File: src/rtl/paired_byte_queue_table_top_assert.svh
// ============================================================================
// paired_byte_queue_table_top_assert.svh
// Assertion macros shared by the paired byte queue table.
// ============================================================================
`ifndef PAIRED_BYTE_QUEUE_TABLE_TOP_ASSERT_SVH
`define PAIRED_BYTE_QUEUE_TABLE_TOP_ASSERT_SVH

// Same-cycle implication, checked outside reset.
`define PBQT_ASSERT_NOW(lbl, ante, cons, msg) \
  lbl: assert property (@(posedge clk) disable iff (rst) (ante) |-> (cons)) \
    else $error(msg);

// Next-cycle implication, checked outside reset.
`define PBQT_ASSERT_NEXT(lbl, ante, cons, msg) \
  lbl: assert property (@(posedge clk) disable iff (rst) (ante) |=> (cons)) \
    else $error(msg);

`endif

File: src/rtl/pbqt_pkg.sv
// ============================================================================
// pbqt_pkg
// Operation codes, status codes and controller/datapath signal groups.
// ============================================================================
`default_nettype none

package pbqt_pkg;

  typedef enum logic [1:0] {
    FN_ALLOC = 2'd0,
    FN_CLOSE = 2'd1,
    FN_READ  = 2'd2,
    FN_WRITE = 2'd3
  } pbqt_func_t;

  localparam logic [2:0] ST_OK        = 3'd0;
  localparam logic [2:0] ST_NOT_ALLOC = 3'd1;
  localparam logic [2:0] ST_NO_SLOT   = 3'd2;
  localparam logic [2:0] ST_EMPTY     = 3'd3;
  localparam logic [2:0] ST_FULL      = 3'd4;

  // controller -> datapath
  typedef struct packed {
    logic capture;
    logic eval;
    logic pop_load;
    logic scan_step;
  } pbqt_cmd_t;

  // datapath -> controller
  typedef struct packed {
    logic req_alloc;
    logic pop_go;
    logic scan_hit;
    logic scan_end;
  } pbqt_stat_t;

endpackage

`default_nettype wire

File: src/rtl/pbqt_ctrl.sv
// ============================================================================
// pbqt_ctrl
// Sequencer: request capture, pointer fetch, evaluate, pop data, slot scan.
// ============================================================================
`default_nettype none

module pbqt_ctrl
  import pbqt_pkg::*;
(
  input  logic       clk,
  input  logic       rst,
  input  logic       start,
  input  pbqt_stat_t stat,
  output pbqt_cmd_t  cmd,
  output logic       busy,
  output logic       done
);

  typedef enum logic [2:0] {
    S_IDLE,
    S_PTR,
    S_EVAL,
    S_POP,
    S_SCAN
  } state_t;

  state_t state;

  always_comb begin
    cmd           = '0;
    cmd.capture   = (state == S_IDLE) && start;
    cmd.eval      = (state == S_EVAL);
    cmd.pop_load  = (state == S_POP);
    cmd.scan_step = (state == S_SCAN);
  end

  always_ff @(posedge clk) begin
    if (rst) begin
      state <= S_IDLE;
      busy  <= 1'b0;
      done  <= 1'b0;
    end else begin
      done <= 1'b0;
      unique case (state)
        S_IDLE: begin
          if (start) begin
            busy  <= 1'b1;
            state <= stat.req_alloc ? S_SCAN : S_PTR;
          end
        end
        S_PTR: begin
          state <= S_EVAL;
        end
        S_EVAL: begin
          if (stat.pop_go) begin
            state <= S_POP;
          end else begin
            state <= S_IDLE;
            busy  <= 1'b0;
            done  <= 1'b1;
          end
        end
        S_POP: begin
          state <= S_IDLE;
          busy  <= 1'b0;
          done  <= 1'b1;
        end
        S_SCAN: begin
          // stop at the first free slot or past the last one
          if (stat.scan_hit || stat.scan_end) begin
            state <= S_IDLE;
            busy  <= 1'b0;
            done  <= 1'b1;
          end
        end
        default: begin
          state <= S_IDLE;
          busy  <= 1'b0;
        end
      endcase
    end
  end

endmodule

`default_nettype wire

File: config.mk
export PLATFORM = sky130hd
export DESIGN_NAME = pbqt_ctrl
export DESIGN_NICKNAME = d
export VERILOG_FILES = /design/src/rtl/paired_byte_queue_table_top_assert.svh /design/src/rtl/pbqt_pkg.sv /design/src/rtl/pbqt_ctrl.sv
export SDC_FILE = /design/constraint.sdc
export NUM_CORES = 1
export LEC_CHECK = 0
export BUFFER_PORTS_ARGS = -buffer_cell sky130_fd_sc_hd__buf_2
export CELL_PAD_IN_SITES_DETAIL_PLACEMENT = 1
export CELL_PAD_IN_SITES_GLOBAL_PLACEMENT = 2
export CORE_AREA = 2 2 39 41
export DETAILED_ROUTE_END_ITERATION = 8
export DIE_AREA = 0 0 41 43
export PLACE_DENSITY = 0.78
export SLEW_MARGIN = 20
export SYNTH_ARGS = -nofsm -noshare
export SYNTH_HDL_FRONTEND = slang
export SYNTH_SLANG_ARGS = --single-unit
File: constraint.sdc
create_clock -name clk -period 2.4 [get_ports clk]
set_input_delay 0 -clock clk [delete_from_list [all_inputs] [get_ports clk]]
set_output_delay 0 -clock clk [all_outputs]
set_load 0.005 [all_outputs]
Word-level counts from Yosys, hierarchy flattened
Index checks and enable logic that the tools add are counted.
{"block": "word_totals", "ff_bits": 5, "input_bits": 7, "output_inout_bits": 6, "word_cells": 28}
{"block": "classes", "n_eq_ne": 7, "mux": 12, "bitwise": 1, "reduce_logical": 5}
{"cell": "3-bit one-hot mux with 4 select lines", "count": 1}
{"cell": "3-bit 2-to-1 mux", "count": 3}
{"cell": "3-bit by 2-bit == test with 1-bit output, second input constant", "count": 2}
{"cell": "1-bit 2-to-1 mux", "count": 5}
{"cell": "2-bit != test, second input constant", "count": 2}
{"cell": "1-bit one-hot mux with 4 select lines", "count": 1}
{"cell": "4-bit AND reduction", "count": 1}
{"cell": "3-bit by 1-bit == test with 1-bit output, second input constant", "count": 1}
{"cell": "3-bit == test, second input constant", "count": 1}
{"cell": "3-bit zero test", "count": 1}
{"cell": "1-bit one-hot mux with 3 select lines", "count": 1}
{"cell": "2-bit 2-to-1 mux", "count": 1}
{"cell": "2-bit by 1-bit != test with 1-bit output, second input constant", "count": 1}
{"cell": "2-bit AND reduction", "count": 1}
{"cell": "1-bit logical AND", "count": 1}
{"cell": "1-bit logical OR", "count": 1}
{"cell": "1-bit NOT", "count": 1}

Longest topological paths before layout
Gate-level depths: netlist of run 1.
{"block": "depth", "ltp_word": 3, "ltp_mapped": 4, "depth_no_buf": 3}

Least setup slack after synthesis of run 1
Ideal clock, no wire load.
{"block": "synth_timing", "path_kind": "register -> register", "start": "reg state[0]", "end": "reg busy", "setup_time_ps": 116, "t_arrival_ps": 928, "required_time_ps": 2284, "setup_slack_ps": 1356, "path_stages_with_launch": 5, "path_buffers": 1, "synth_period_minus_slack_ps": 1044, "cell_sequence": "dfxtp_1 -> buf_6 -> a21oi_1 -> a211o_1 -> and3b_1"}
{"block": "synth_via", "elab_chain_len": 3, "elab_cells_between_ends": 10, "classes_between": "eq/ne (6); mux (1); bitwise (1); reduce/logical (2)"}
{"item": "start: declaration", "line_no": "pbqt_ctrl.sv:27", "rtl": "state_t state;"}
{"item": "start signal: assignment", "line_no": "pbqt_ctrl.sv:48", "rtl": "state <= stat.req_alloc ? S_SCAN : S_PTR;"}
{"item": "3-bit == test, or another cell as far along", "line_no": "pbqt_ctrl.sv:44", "rtl": "unique case (state)"}
{"item": "2-bit by 1-bit != test with 1-bit output (no line), or another cell as far along"}
{"item": "4-bit AND reduction (no line)"}
{"item": "end signal: assignment", "line_no": "pbqt_ctrl.sv:40", "rtl": "busy <= 1'b0;"}
{"item": "end signal: assignment", "line_no": "pbqt_ctrl.sv:47", "rtl": "busy <= 1'b1;"}
{"item": "end signal: assignment", "line_no": "pbqt_ctrl.sv:59", "rtl": "busy <= 1'b0;"}
{"item": "end: declaration", "line_no": "pbqt_ctrl.sv:15", "rtl": "output logic busy,"}
Parallel ways exist; a longest one is shown, timed or not.
A chain may end at the register's enable or synchronous reset.

Final worst setup path of run 1
{"block": "layout_timing", "start": "reg state[2]", "end": "reg busy"}
Same word-level chain as after synthesis.

==> tab_implementation.tex, run 1 <==
\begin{tabular}{lr}
\hline
Metric & Value \\
\hline
\multicolumn{2}{l}{\textbf{Cells and area}} \\
\quad Post-synthesis to final-layout area growth & 25.48\% \\
\quad Fraction of final layout cells sized beyond drive strength 1 & 43.48\% \\
\quad Final design instance area without fill & approximately 410 µm² \\
\quad Number of fill cells & around 170 \\
\quad Area of the multi-input gates & approximately 190 µm² \\
\quad Final nets & 54 \\
\quad Total inserted antenna cells & 0 \\
\quad Register area & approximately 100 µm² \\
\multicolumn{2}{l}{\textbf{STA}} \\
\quad Worst relative slew slack & about two thirds \\
\quad Portion of the clock cycle consumed by the worst path in the final layout & between 50\% and 60\% \\
\quad Total negative slack & 0 ps \\
\quad Final worst-path setup slack & approximately 1100 ps \\
\quad Highest clock frequency the design can meet & between 700 and 800 MHz \\
\quad Endpoints failing hold & 0 \\
\quad Final setup violation count & 0 \\
\quad Total count of max-transition violations in the final report & 0 \\
\quad Worst clock skew & about 1 ps \\
\quad Fin crit period & 1329 ps \\
\quad Transition at the pin with the smallest max-transition slack & roughly 500 ps \\
\quad RSZ-0062 raised after global routing & false \\
\multicolumn{2}{l}{\textbf{Pwr}} \\
\quad Clock share of power & between 30\% and 40\% \\
\quad Share of total power consumed by net switching & between 20\% and 30\% \\
\quad Overall power after layout & roughly 230 µW \\
\quad Leakage component of the power & roughly 0.00018 µW \\
\quad Internal power of the cells & 177.4 µW \\
\quad Largest voltage drop on the vdd net & approximately 230 µV \\
\quad Switching pwr & 56.83 µW \\
\quad Part of the power in registers & 42.8\% \\
\quad Combinational share of power & 17.6\% \\
\quad Total power divided by cell area & between 500 and 600 nW/µm² \\
\multicolumn{2}{l}{\textbf{Global route}} \\
\quad Maximum number of pins on one net before global-route repair & 14 \\
\quad Via count of the first global-routing pass & around 280 \\
\quad Global-route wire length before repair & 1221 µm \\
\quad GRT overflow & 0 \\
\quad Total global routing track utilization & around a tenth \\
\quad Antenna violations before repair & 0 \\
\multicolumn{2}{l}{\textbf{Drt}} \\
\quad Detailed-route wire length per cell & 11.00 µm \\
\quad Via total after detailed routing & between 200 and 300 \\
\quad Post-route DRC & 0 \\
\quad Number of vias per cell after detailed routing & $\sim$4.7 \\
\quad First-pass detailed-route iteration total & 4 \\
\quad Detailed router's first-iteration violation count & 5 \\
\quad Final antenna-violating net count & 0 \\
\quad WL final & between 600 and 700 µm \\
\multicolumn{2}{l}{\textbf{Worst setup path}} \\
\quad Kind of cell adding the most delay to the critical path & flip-flops \\
\quad Arrival @ worst endpoint & approximately 1500 ps \\
\quad Series of cell instances along the critical path & a21oi\_1 -> a211o\_1 -> and3b\_1 \\
\quad CP Data Required Time & around 2500 ps \\
\quad CP max stage delay & approximately 620 ps \\
\quad CP endpoint kind & register \\
\quad Nature of the critical path startpoint & register \\
\quad Type of the setup path with the least slack & register to register \\
\quad Biggest fanout along the worst timing path & 13 \\
\quad Buf+Inv Stages, Crit Path & 0 \\
\quad Cell type of the slowest stage on the worst timing path & sky130\_fd\_sc\_hd\_\_dfxtp\_1 \\
\multicolumn{2}{l}{\textbf{Yosys}} \\
\quad Syn. warnings & 0 \\
\quad Top post-synthesis cells by count & 5 x sky130\_fd\_sc\_hd\_\_dfxtp\_1, 3 x sky130\_fd\_sc\_hd\_\_a21oi\_1, 3 x sky130\_fd\_sc\_hd\_\_buf\_6, 3 x sky130\_fd\_sc\_hd\_\_nor2\_1 \\
\quad Synth Register Bits & 5 \\
\quad Number of enable-type register cells in the synthesized netlist & 0 \\
\quad Post-synthesis cell type with the largest combined area & sky130\_fd\_sc\_hd\_\_dfxtp\_1 \\
\quad Synthesized net count & 39 \\
\quad Cell count after synthesis & 32 \\
\quad Dominant cells by area after synthesis & sky130\_fd\_sc\_hd\_\_dfxtp\_1 31\%, sky130\_fd\_sc\_hd\_\_buf\_6 10\%, sky130\_fd\_sc\_hd\_\_nor4b\_4 7.3\% \\
\quad Share of synthesized area occupied by flip-flops and latches & a little under a third \\
\quad Number of distinct library cells after synthesis & 19 \\
\quad Cell area after synthesis & about 320 µm² \\
\quad Async SR Flop Fraction & 0\% \\
\quad Most repeated cell in the gate-level netlist after synthesis & sky130\_fd\_sc\_hd\_\_dfxtp\_1 \\
\quad Synthesized area per cell & 10.13 µm² \\
\quad Most used DFF post-synth & sky130\_fd\_sc\_hd\_\_dfxtp\_1 \\
\quad Area fraction of the dominant cell type after synthesis & 30.89\% \\
\multicolumn{2}{l}{\textbf{Clock tree}} \\
\quad Clock latency at the later pin of the worst-skew pair & 240 ps \\
\quad Clk buf depth & 2 \\
\quad Number of sinks handled by clock tree synthesis & 5 \\
\quad Library cell used as clock root buffer & sky130\_fd\_sc\_hd\_\_clkbuf\_4 \\
\quad Total clock buffers created by CTS & 3 \\
\quad Number of gates resized after cts & 0 \\
\quad Clock transition at path regs & about 40 ps \\
\quad Maximum level of the CTS H-tree & 1 \\
\quad TritonCTS clock tree & built \\
\multicolumn{2}{l}{\textbf{Place}} \\
\quad HPWL reported at the end of detailed placement & roughly 530 µm \\
\quad Routability Congestion & around 0.76 \\
\quad Placed standard-cell area & 370.4 µm² \\
\quad Worst-case setup slack after placement & roughly 1100 ps \\
\quad Port Buf Inserts & 12 \\
\multicolumn{2}{l}{\textbf{Worst hold path}} \\
\quad Path class of the lowest-slack min-delay path & primary input to register \\
\multicolumn{2}{l}{\textbf{Floorplan}} \\
\quad I/O pin count & 13 \\
\quad Die Outline Area & 1763 µm² \\
\quad Chip width & between 40 and 50 µm \\
\quad Core outline area & $\sim$1400 µm² \\
\quad Vertical extent of the die & between 40 and 50 µm \\
\quad Placement Rows & 14 \\
\quad Starting density of the core & approximately a quarter \\
\multicolumn{2}{l}{\textbf{Status}} \\
\quad Run status & complete, no violations \\
\multicolumn{2}{l}{\textbf{Flow run}} \\
\quad MaxCap Viol Count & 0 \\
\hline
\end{tabular}
==> registers in the layout (all words and copies together) (netlist names) <==
| name | cells |
|---|---|
| state | 3 |
| busy | 1 |
| done | 1 |
==> power groups by stage <==
| stage | sequential (µW) | combinational (µW) | clock [µW] |
|---|---|---|---|
| detailed placement | 102 | 40.9 | 0 |
| finish | 100 | 41.2 | 92.9 |
| floorplan | 94.3 | 35.6 | 0 |
| global placement | 101 | 40.3 | 0 |
| CTS | 100 | 42.1 | 98.7 |
| global route | 102 | 46.3 | 106 |
==> stage by stage <==
| step | instances | utilization [%] | hold slack, ps |
|---|---|---|---|
| 2_1_floorplan | 32 | - | 68.86 |
| 3_3_place_gp | 57 | 26.76 | 245.3 |
| 3_5_place_dp | 57 | 26.76 | 235.1 |
| 4_1_cts | 62 | 29.39 | 49.07 |
| 5_1_grt | 62 | 29.39 | 67.49 |
| 6_report | 62 | 29.39 | 54.84 |
==> final timing paths <==
kind | slack (ps) | depth (start not counted) | to | start
hold / removal | 50 | 4 | state[0] | stat[3]
setup / recovery | 1070 | 3 | busy | state[2]
hold reg to reg | 630 | 2 | busy | busy
setup reg to reg | 1070 | 3 | busy | state[2]
==> area by class of cell <==
cell class / instances / share of cell area [%]
Multi-Input combinational cell: 23 / 45.85
Inverter: 1 / 0.9231
Clock buffer: 4 / 6.462
Tap cell: 16 / 4.923
Sequential cell: 5 / 24.62
Timing Repair Buffer: 13 / 17.23
==> metal layers <==
metal  up-vias  routed length, µm  GRT usage [%]
met5         -                  0              0
met4         0                  0          4.000
met3         0                 52          4.712
met2         7                341          13.75
met1       143                287          13.96
li1        143                  -              -
==> tightest hold or removal path, cell delays in order <==
cell and delay [ps]:
sky130_fd_sc_hd__buf_2 90, sky130_fd_sc_hd__nor2_1 40, sky130_fd_sc_hd__o21ai_2 50, sky130_fd_sc_hd__a2111oi_2 50
==> placed cells by master, fill, tap and decap left out <==
cell / netlist / final
sky130_fd_sc_hd__dlygate4sd3_1: 0 / 1
sky130_fd_sc_hd__o21ai_2: 1 / 1
sky130_fd_sc_hd__a211o_1: 1 / 1
sky130_fd_sc_hd__nand2_1: 1 / 1
sky130_fd_sc_hd__dfxtp_1: 5 / 5
sky130_fd_sc_hd__nand3b_1: 2 / 2
sky130_fd_sc_hd__clkbuf_4: 0 / 3
sky130_fd_sc_hd__a21oi_1: 3 / 3
sky130_fd_sc_hd__nor4bb_1: 1 / 1
sky130_fd_sc_hd__and3b_1: 2 / 2
sky130_fd_sc_hd__nor3b_1: 2 / 2
sky130_fd_sc_hd__nor4_1: 1 / 1
sky130_fd_sc_hd__buf_2: 0 / 12
sky130_fd_sc_hd__a2111oi_2: 1 / 1
sky130_fd_sc_hd__nor2_1: 3 / 3
sky130_fd_sc_hd__and2_1: 1 / 1
sky130_fd_sc_hd__nor3_1: 1 / 1
sky130_fd_sc_hd__clkbuf_1: 0 / 1
sky130_fd_sc_hd__nor4b_4: 1 / 1
sky130_fd_sc_hd__inv_1: 1 / 1
sky130_fd_sc_hd__mux2_2: 1 / 1
sky130_fd_sc_hd__nand2b_4: 1 / 1
==> timing repair <==
action                                 CTS  global route
endpoints found under the hold margin    4             0
hold buffers                             1             0
buffers inserted                         0             0
==> kinds of logic after synthesis <==
family / count (synthesis) / share of synthesized area (%)
AO/OA/AOI/OAI: 6 / 14.67
flip-flops: 5 / 30.89
AND/OR/NAND/NOR: 16 / 39.38
multiplexers: 1 / 3.475
buffers and inverters: 4 / 11.58
Note: power is estimated with default switching activity, not from simulation.
==> run 2: changes to the inputs <==
Settings changed: CORE_AREA 2 2 39 41 to default, CORE_MARGIN from default to 2, CORE_UTILIZATION from default to 22, DIE_AREA 0 0 41 43 to default, PLACE_DENSITY 0.78 to 0.75.
Clock period 2.4 ns to 1.15 ns, I/O delays scaled along.
==> run 2 against run 1 <==
Effect of this change:
- sequential power is 100% higher
- via count up 4.8%
- highest routed layer is now met4
- design area grew 14%
==> tab_implementation.tex, run 2 (same netlist as run 1, synthesis figures left out) <==
\begin{tabular}{lr}
\hline
Metric & Value \\
\hline
\multicolumn{2}{l}{\textbf{Pwr}} \\
\quad Overall power after layout & 520.2 µW (was 234.3 µW) \\
\quad Clock share of power & 39.7\% (about the same) \\
\quad Combinational share of power & 21.9\% (was 17.6\%) \\
\quad Leakage component of the power & 0.0002026 µW (was 0.0001776 µW) \\
\quad Total power divided by cell area & 1127 nW/µm² (was 576.1 nW/µm²) \\
\quad Share of total power consumed by net switching & 26.64\% (was 24.26\%) \\
\quad Part of the power in registers & 38.4\% (was 42.8\%) \\
\quad Internal power of the cells & 381.7 µW (was 177.4 µW) \\
\quad Switching pwr & 138.6 µW (was 56.83 µW) \\
\quad Largest voltage drop on the vdd net & 231.0 µV (was 234.0 µV) \\
\multicolumn{2}{l}{\textbf{STA}} \\
\quad Fin crit period & approximately 1100 ps \\
\quad Transition at the pin with the smallest max-transition slack & 288.3 ps (was 490.5 ps) \\
\quad Highest clock frequency the design can meet & 918.3 MHz \\
\quad Total negative slack & 0 ps (unchanged) \\
\quad Total count of max-transition violations in the final report & 0 (unchanged) \\
\quad Final setup violation count & 0 (unchanged) \\
\quad Worst relative slew slack & 80.52\% (was 67.26\%) \\
\quad Portion of the clock cycle consumed by the worst path in the final layout & between 90\% and 100\% \\
\quad Worst clock skew & 1.107 ps (was 0.9842 ps) \\
\quad RSZ-0062 raised after global routing & true (was false) \\
\quad Endpoints failing hold & 0 (unchanged) \\
\multicolumn{2}{l}{\textbf{Global route}} \\
\quad Maximum number of pins on one net before global-route repair & 10 (was 14) \\
\quad Global-route wire length before repair & 1290 µm (was 1221 µm) \\
\quad Via count of the first global-routing pass & 307 (was 281) \\
\quad GRT overflow & 0 (unchanged) \\
\quad Antenna violations before repair & 0 (unchanged) \\
\quad Total global routing track utilization & 10.55\% (was 10.27\%) \\
\multicolumn{2}{l}{\textbf{Floorplan}} \\
\quad Placement Rows & 13 (was 14) \\
\quad Die Outline Area & 1796 µm² (was 1763 µm²) \\
\quad I/O pin count & 13 (unchanged) \\
\quad Vertical extent of the die & 42.38 µm (was 43 µm) \\
\quad Chip width & 42.38 µm (was 41 µm) \\
\quad Starting density of the core & 24.30\% (was 23.42\%) \\
\quad Core outline area & 1334 µm² (was 1384 µm²) \\
\multicolumn{2}{l}{\textbf{Cells and area}} \\
\quad Max reg flops & 3 (unchanged) \\
\quad Final nets & 57 (was 54) \\
\quad Final standard cell utilization of the core & 34.62\% (was 29.39\%) \\
\quad Total inserted antenna cells & 0 (unchanged) \\
\quad Post-synthesis to final-layout area growth & 42.47\% (was 25.48\%) \\
\quad Commonest non-fill, non-tap cell in the layout & sky130\_fd\_sc\_hd\_\_buf\_2 (unchanged) \\
\quad Non-filler instance count after layout & 64 (was 62) \\
\quad Fraction of final layout cells sized beyond drive strength 1 & 59.18\% (was 43.48\%) \\
\quad Register with the most flip-flops & state (unchanged) \\
\quad Biggest regs & state: 3 flops, busy: 1 flops, done: 1 flops (unchanged) \\
\quad Commonest cells after routing, fill and taps aside & 12 x sky130\_fd\_sc\_hd\_\_buf\_2, 3 x sky130\_fd\_sc\_hd\_\_a21oi\_1, 3 x sky130\_fd\_sc\_hd\_\_clkbuf\_4 (was 12 x sky130\_fd\_sc\_hd\_\_buf\_2, 5 x sky130\_fd\_sc\_hd\_\_dfxtp\_1, 3 x sky130\_fd\_sc\_hd\_\_nor2\_1, 3 x sky130\_fd\_sc\_hd\_\_a21oi\_1, 3 x sky130\_fd\_sc\_hd\_\_clkbuf\_4) \\
\multicolumn{2}{l}{\textbf{Worst setup path}} \\
\quad Arrival @ worst endpoint & 1090 ps (was 1460 ps) \\
\quad R2R setup slack & 80 ps (was 1070 ps) \\
\quad Type of the setup path with the least slack & register to primary output (was register to register) \\
\quad Nature of the critical path startpoint & register (unchanged) \\
\quad CP Data Required Time & 1150 ps (was 2530 ps) \\
\quad Biggest fanout along the worst timing path & 9 (was 13) \\
\quad CP endpoint kind & primary output (was register) \\
\quad Number of cells on the worst reg-to-reg path & 4 (was 3) \\
\multicolumn{2}{l}{\textbf{Place}} \\
\quad HPWL reported at the end of detailed placement & 543.8 µm (was 527.8 µm) \\
\quad Inst Count DP & 59 (was 57) \\
\quad Routability Congestion & 0.7152 (was 0.7587) \\
\quad Port Buf Inserts & 12 (unchanged) \\
\multicolumn{2}{l}{\textbf{Worst hold path}} \\
\quad Path class of the lowest-slack min-delay path & primary input to register (unchanged) \\
\quad Hold path cells & 4 (unchanged) \\
\multicolumn{2}{l}{\textbf{Status}} \\
\quad Run status & complete, no violations (unchanged) \\
\multicolumn{2}{l}{\textbf{Clock tree}} \\
\quad Library cell used as clock root buffer & sky130\_fd\_sc\_hd\_\_clkbuf\_4 (unchanged) \\
\quad Number of sinks handled by clock tree synthesis & 5 (unchanged) \\
\quad Clock transition at path regs & 40 ps (about the same) \\
\quad TritonCTS clock tree & built (unchanged) \\
\quad Total clock buffers created by CTS & 3 (unchanged) \\
\quad Clk buf depth & 2 (unchanged) \\
\quad Maximum level of the CTS H-tree & 1 (unchanged) \\
\quad Clock latency at the later pin of the worst-skew pair & 240 ps (about the same) \\
\multicolumn{2}{l}{\textbf{Drt}} \\
\quad Detailed router's first-iteration violation count & 6 (was 5) \\
\quad Number of vias per cell after detailed routing & 4.797 (was 4.726) \\
\quad WL final & 835 µm (was 682 µm) \\
\quad Final antenna-violating net count & 0 (unchanged) \\
\quad Detailed-route wire length per cell & 13.05 µm (was 11.00 µm) \\
\quad First-pass detailed-route iteration total & 4 (unchanged) \\
\quad Via total after detailed routing & 307 (was 293) \\
\quad Post-route DRC & 0 (unchanged) \\
\multicolumn{2}{l}{\textbf{Flow run}} \\
\quad MaxCap Viol Count & 0 (unchanged) \\
\hline
\end{tabular}
==> run 2: critical path: stages, from the launching register on <==
cell,delay (ps)
sky130_fd_sc_hd__dfxtp_2,350
sky130_fd_sc_hd__buf_4,180
sky130_fd_sc_hd__nor3b_1,180
sky130_fd_sc_hd__buf_2,140
==> run 2: layout make-up <==
| cell class | count | area, µm² |
|---|---|---|
| Fill cell | 164 | 872.1 |
| Multi-Input combinational cell | 23 | 203.9 |
| Sequential cell | 5 | 108.9 |
| Timing Repair Buffer | 16 | 100.1 |
| Clock buffer | 4 | 26.28 |
| Tap cell | 15 | 18.77 |
| Inverter | 1 | 3.754 |
==> run 2: routing by layer <==
layer  track usage (%)  part of all wire, %
met4             13.13                  3.1
met3             3.017                  5.3
met1             8.718                   38
met2             17.85                   54
met5                 0                    0
==> run 2: final timing paths <==
check | startpoint | end
worst max-delay path | state[2] | cmd[2]
worst min-delay path | stat[3] | state[0]
worst max register to register | state[2] | state[2]
worst min register to register | state[1] | state[2]
==> run 2: per-stage QoR <==
step / cell area [µm²] / setup WS [ps] / hold slack (ps)
2_1_floorplan: 324.1 / 106.0 / 68.86
3_5_place_dp: 391.6 / 17.51 / 235.6
4_1_cts: 431.7 / 10.40 / 55.84
5_1_grt: 461.7 / -2.659 / 70.37
6_report: 461.7 / 61.05 / 54.99
3_3_place_gp: 391.6 / 5.511 / 237.5
==> run 2: power by group through the flow <==
stage | Combinational, µW | Clock, µW | Sequential, µW
finish | 114 | 207 | 200
global route | 126 | 226 | 201
CTS | 106 | 217 | 202
detailed placement | 101 | 0 | 203
global placement | 101 | 0 | 203
floorplan | 74.3 | 0 | 197
==> run 2: repair_timing <==
item | 4_1_cts | 5_1_grt
buffers inserted | 0 | 0
gates resized for setup | 3 | 8
hold buffers | 1 | 0
gates cloned | 0 | 0
endpoints found under the setup margin | 4 | 4
endpoints found under the hold margin | 4 | 0
==> run 3: changes to the inputs <==
Settings changed: CORE_UTILIZATION 22 to 25, PLACE_DENSITY 0.75 to 0.79, RECOVER_POWER from default to 50.
Clock period 1.15 ns to 1.05 ns, I/O delays scaled along.
==> run 3 against run 2 <==
Effect of this change:
- the run now ends with setup timing left
- critical path type unchanged
- non-clock buffer count rose by 3
- highest routed layer unchanged
- largest cell class unchanged
- flip-flop and latch count did not move
- sequential share of layout area fell by 1.2 points
- power rose by 15%
- wire length rose by 8.3%
- register-to-register slack got worse by 110 ps
- combinational power rose by 25%
==> tab_implementation.tex, run 3 (same netlist as run 1, synthesis figures left out) <==
\begin{tabular}{lr}
\hline
Metric & Value \\
\hline
\multicolumn{2}{l}{\textbf{Worst setup path}} \\
\quad Cell type of the slowest stage on the worst timing path & sky130\_fd\_sc\_hd\_\_dfxtp\_4 (was sky130\_fd\_sc\_hd\_\_dfxtp\_2) \\
\quad CP Data Required Time & 1050 ps (was 1150 ps) \\
\quad Worst reg2reg path endpoint & state[1] (was state[2]) \\
\quad Worst r2r src & state[0] (was state[2]) \\
\quad R2R setup slack & -30 ps (was 80 ps) \\
\quad CP max stage delay & 350 ps (about the same) \\
\quad CP endpoint kind & primary output (unchanged) \\
\quad Series of cell instances along the critical path & buf\_6 -> nor4b\_4 -> buf\_2 (was buf\_4 -> nor3b\_1 -> buf\_2) \\
\quad Arrival @ worst endpoint & 1080 ps (was 1090 ps) \\
\quad Number of cells on the worst reg-to-reg path & 4 (unchanged) \\
\quad Type of the setup path with the least slack & register to primary output (unchanged) \\
\quad Nature of the critical path startpoint & register (unchanged) \\
\quad Biggest fanout along the worst timing path & 4 (was 9) \\
\multicolumn{2}{l}{\textbf{STA}} \\
\quad Worst clock skew & 1.778 ps (was 1.107 ps) \\
\quad Final setup violation count & 4 (was 0) \\
\quad Endpoints failing hold & 0 (unchanged) \\
\quad Fin crit period & 1082 ps \\
\quad Worst relative slew slack & 83.05\% (was 80.52\%) \\
\quad Highest clock frequency the design can meet & 923.9 MHz \\
\quad RSZ-0062 raised after global routing & true (unchanged) \\
\quad Final worst-path setup slack & -32.34 ps (was 61.05 ps) \\
\quad Total count of max-transition violations in the final report & 0 (unchanged) \\
\quad Portion of the clock cycle consumed by the worst path in the final layout & 103.1\% \\
\quad Transition at the pin with the smallest max-transition slack & 250.9 ps (was 288.3 ps) \\
\multicolumn{2}{l}{\textbf{Drt}} \\
\quad Detailed-route wire length per cell & 13.70 µm (was 13.05 µm) \\
\quad Number of vias per cell after detailed routing & 4.924 (was 4.797) \\
\quad First-pass detailed-route iteration total & 3 (was 4) \\
\quad Via total after detailed routing & 325 (was 307) \\
\quad Final antenna-violating net count & 0 (unchanged) \\
\quad Post-route DRC & 0 (unchanged) \\
\quad WL final & 904 µm (was 835 µm) \\
\quad Detailed router's first-iteration violation count & 1 (was 6) \\
\multicolumn{2}{l}{\textbf{Status}} \\
\quad Run status & complete, but fails checks (was complete, no violations) \\
\quad Violated checks & setup timing \\
\multicolumn{2}{l}{\textbf{Place}} \\
\quad HPWL reported at the end of detailed placement & 667.7 µm (was 543.8 µm) \\
\quad Port Buf Inserts & 12 (unchanged) \\
\quad Worst-case setup slack after placement & -84.41 ps (was 17.51 ps) \\
\quad Routability Congestion & 0.7254 (was 0.7152) \\
\quad Placed standard-cell area & 405.4 µm² (was 391.6 µm²) \\
\multicolumn{2}{l}{\textbf{Cells and area}} \\
\quad Post-synthesis to final-layout area growth & 53.67\% (was 42.47\%) \\
\quad Register with the most flip-flops & state (unchanged) \\
\quad Commonest cells after routing, fill and taps aside & 10 x sky130\_fd\_sc\_hd\_\_buf\_2, 4 x sky130\_fd\_sc\_hd\_\_buf\_6 (was 12 x sky130\_fd\_sc\_hd\_\_buf\_2, 3 x sky130\_fd\_sc\_hd\_\_a21oi\_1, 3 x sky130\_fd\_sc\_hd\_\_clkbuf\_4) \\
\quad Commonest non-fill, non-tap cell in the layout & sky130\_fd\_sc\_hd\_\_buf\_2 (unchanged) \\
\quad Final design instance area without fill & 498.0 µm² (was 461.7 µm²) \\
\quad Total inserted antenna cells & 0 (unchanged) \\
\quad Biggest regs & state: 3 flops, busy: 1 flops, done: 1 flops (unchanged) \\
\quad Final nets & 60 (was 57) \\
\quad Max reg flops & 3 (unchanged) \\
\quad Fraction of final layout cells sized beyond drive strength 1 & 63.46\% (was 59.18\%) \\
\multicolumn{2}{l}{\textbf{Clock tree}} \\
\quad Library cell used as clock root buffer & sky130\_fd\_sc\_hd\_\_clkbuf\_4 (unchanged) \\
\quad Clock transition at path regs & 50 ps (was 40 ps) \\
\quad Total clock buffers created by CTS & 3 (unchanged) \\
\quad TritonCTS clock tree & built (unchanged) \\
\quad Maximum level of the CTS H-tree & 1 (unchanged) \\
\quad Number of sinks handled by clock tree synthesis & 5 (unchanged) \\
\quad Clock latency at the later pin of the worst-skew pair & 250 ps (was 240 ps) \\
\quad Clk buf depth & 2 (unchanged) \\
\multicolumn{2}{l}{\textbf{Floorplan}} \\
\quad Chip width & 40.01 µm (was 42.38 µm) \\
\quad Die Outline Area & 1600 µm² (was 1796 µm²) \\
\quad Starting density of the core & 28.03\% (was 24.30\%) \\
\quad I/O pin count & 13 (unchanged) \\
\quad Core outline area & 1156 µm² (was 1334 µm²) \\
\quad Placement Rows & 12 (was 13) \\
\quad Vertical extent of the die & 40.01 µm (was 42.38 µm) \\
\multicolumn{2}{l}{\textbf{Global route}} \\
\quad GRT overflow & 0 (unchanged) \\
\quad Met3 usage in global routing & 6.667\% (was 3.017\%) \\
\quad Total global routing track utilization & 15.63\% (was 10.55\%) \\
\quad GR Util met2 & 29.03\% (was 17.85\%) \\
\quad Global routing's busiest layer & met2 (unchanged) \\
\quad Maximum number of pins on one net before global-route repair & 7 (was 10) \\
\quad M1 GR Usage & 13.18\% (was 8.718\%) \\
\quad Antenna violations before repair & 0 (unchanged) \\
\quad Via count of the first global-routing pass & 368 (was 307) \\
\quad Global-route wire length before repair & 1531 µm (was 1290 µm) \\
\multicolumn{2}{l}{\textbf{Worst hold path}} \\
\quad Hold path cells & 4 (unchanged) \\
\quad Beginning of the worst hold path & stat[3] (unchanged) \\
\quad Endpoint with the worst hold slack & state[0] (unchanged) \\
\quad Path class of the lowest-slack min-delay path & primary input to register (unchanged) \\
\multicolumn{2}{l}{\textbf{Pwr}} \\
\quad Part of the power in registers & 36.3\% (was 38.4\%) \\
\quad Total power divided by cell area & 1198 nW/µm² (was 1127 nW/µm²) \\
\quad Largest voltage drop on the vdd net & 542.7 µV (was 231.0 µV) \\
\quad Clock share of power & 39.9\% (was 39.7\%) \\
\quad Share of total power consumed by net switching & 28.25\% (was 26.64\%) \\
\quad Switching pwr & 168.6 µW (was 138.6 µW) \\
\quad Leakage component of the power & 0.0002180 µW (was 0.0002026 µW) \\
\quad Combinational share of power & 23.8\% (was 21.9\%) \\
\quad Internal power of the cells & 428.2 µW (was 381.7 µW) \\
\multicolumn{2}{l}{\textbf{Flow run}} \\
\quad MaxCap Viol Count & 0 (unchanged) \\
\hline
\end{tabular}
==> run 3: cell types whose count changed in the layout (fill, tap and decap cells not counted), sizes merged <==
cell,before,now
clkbuf,4,6
buf,15,16
==> run 3: how the worst max path moves through the flow <==
stage | from | to | cells after the start | slack, ps
2_1_floorplan | state[0] | busy | 4 | 6
3_3_place_gp | state[1] | busy | 3 | -50
3_5_place_dp | state[1] | busy | 3 | -80
4_1_cts | state[1] | cmd[0] | 4 | -40
5_1_grt | state[0] | cmd[3] | 3 | -90
6_report | state[0] | cmd[3] | 3 | -30
==> run 3: worst max-delay path: cells and delay by family (launching register included) <==
family                 cells  cell delay (ps)
buffers and inverters      2              260
and+or+nand+nor            1              210
DFF                        1              350
==> run 3: routing by layer <==
layer	part of all wire, %	vias to the layer above	wire length [µm]
met1	37	156	331
met4	2.7	0	24
met5	0	-	0
met3	5.2	2	47
li1	-	158	-
met2	55	9	501
==> run 3: metrics by stage <==
stage	power [µW]	instances	hold WS [ps]	setup TNS, ps	utilization, %
3_5_place_dp	343.9	60	231.6	-219.0	35.06
6_report	596.7	66	28.15	-95.32	43.07
4_1_cts	605.1	66	18.00	-116.9	42.86
3_3_place_gp	336.5	60	231.3	-47.98	35.06
5_1_grt	632.8	66	53.25	-417.6	43.07
2_1_floorplan	296.8	32	68.86	0	-
==> run 3: final cells by class <==
type | instances | area, µm²
clock buffer | 4 | 26.28
fill | 133 | 658.1
inverter | 1 | 3.754
multi-input combinational | 23 | 211.5
sequential | 5 | 111.4
tap | 14 | 17.52
timing repair buffer | 19 | 127.6
==> run 3: repair_timing <==
| action | 4_1_cts | 5_1_grt |
|---|---|---|
| setup endpoints to repair | 8 | 6 |
| resized for setup | 15 | 2 |
| hold endpoints to repair | 4 | 0 |
| buffers inserted | 1 | 0 |
| hold buffers | 1 | 0 |
| pin swaps | 0 | 1 |
==> run 3: power by group through the flow <==
stage | sequential (µW) | combinational [µW] | clock [µW]
2_1_floorplan | 215 | 81.3 | 0
3_3_place_gp | 220 | 117 | 0
3_5_place_dp | 222 | 122 | 0
4_1_cts | 218 | 142 | 245
5_1_grt | 219 | 155 | 259
6_report | 217 | 142 | 238
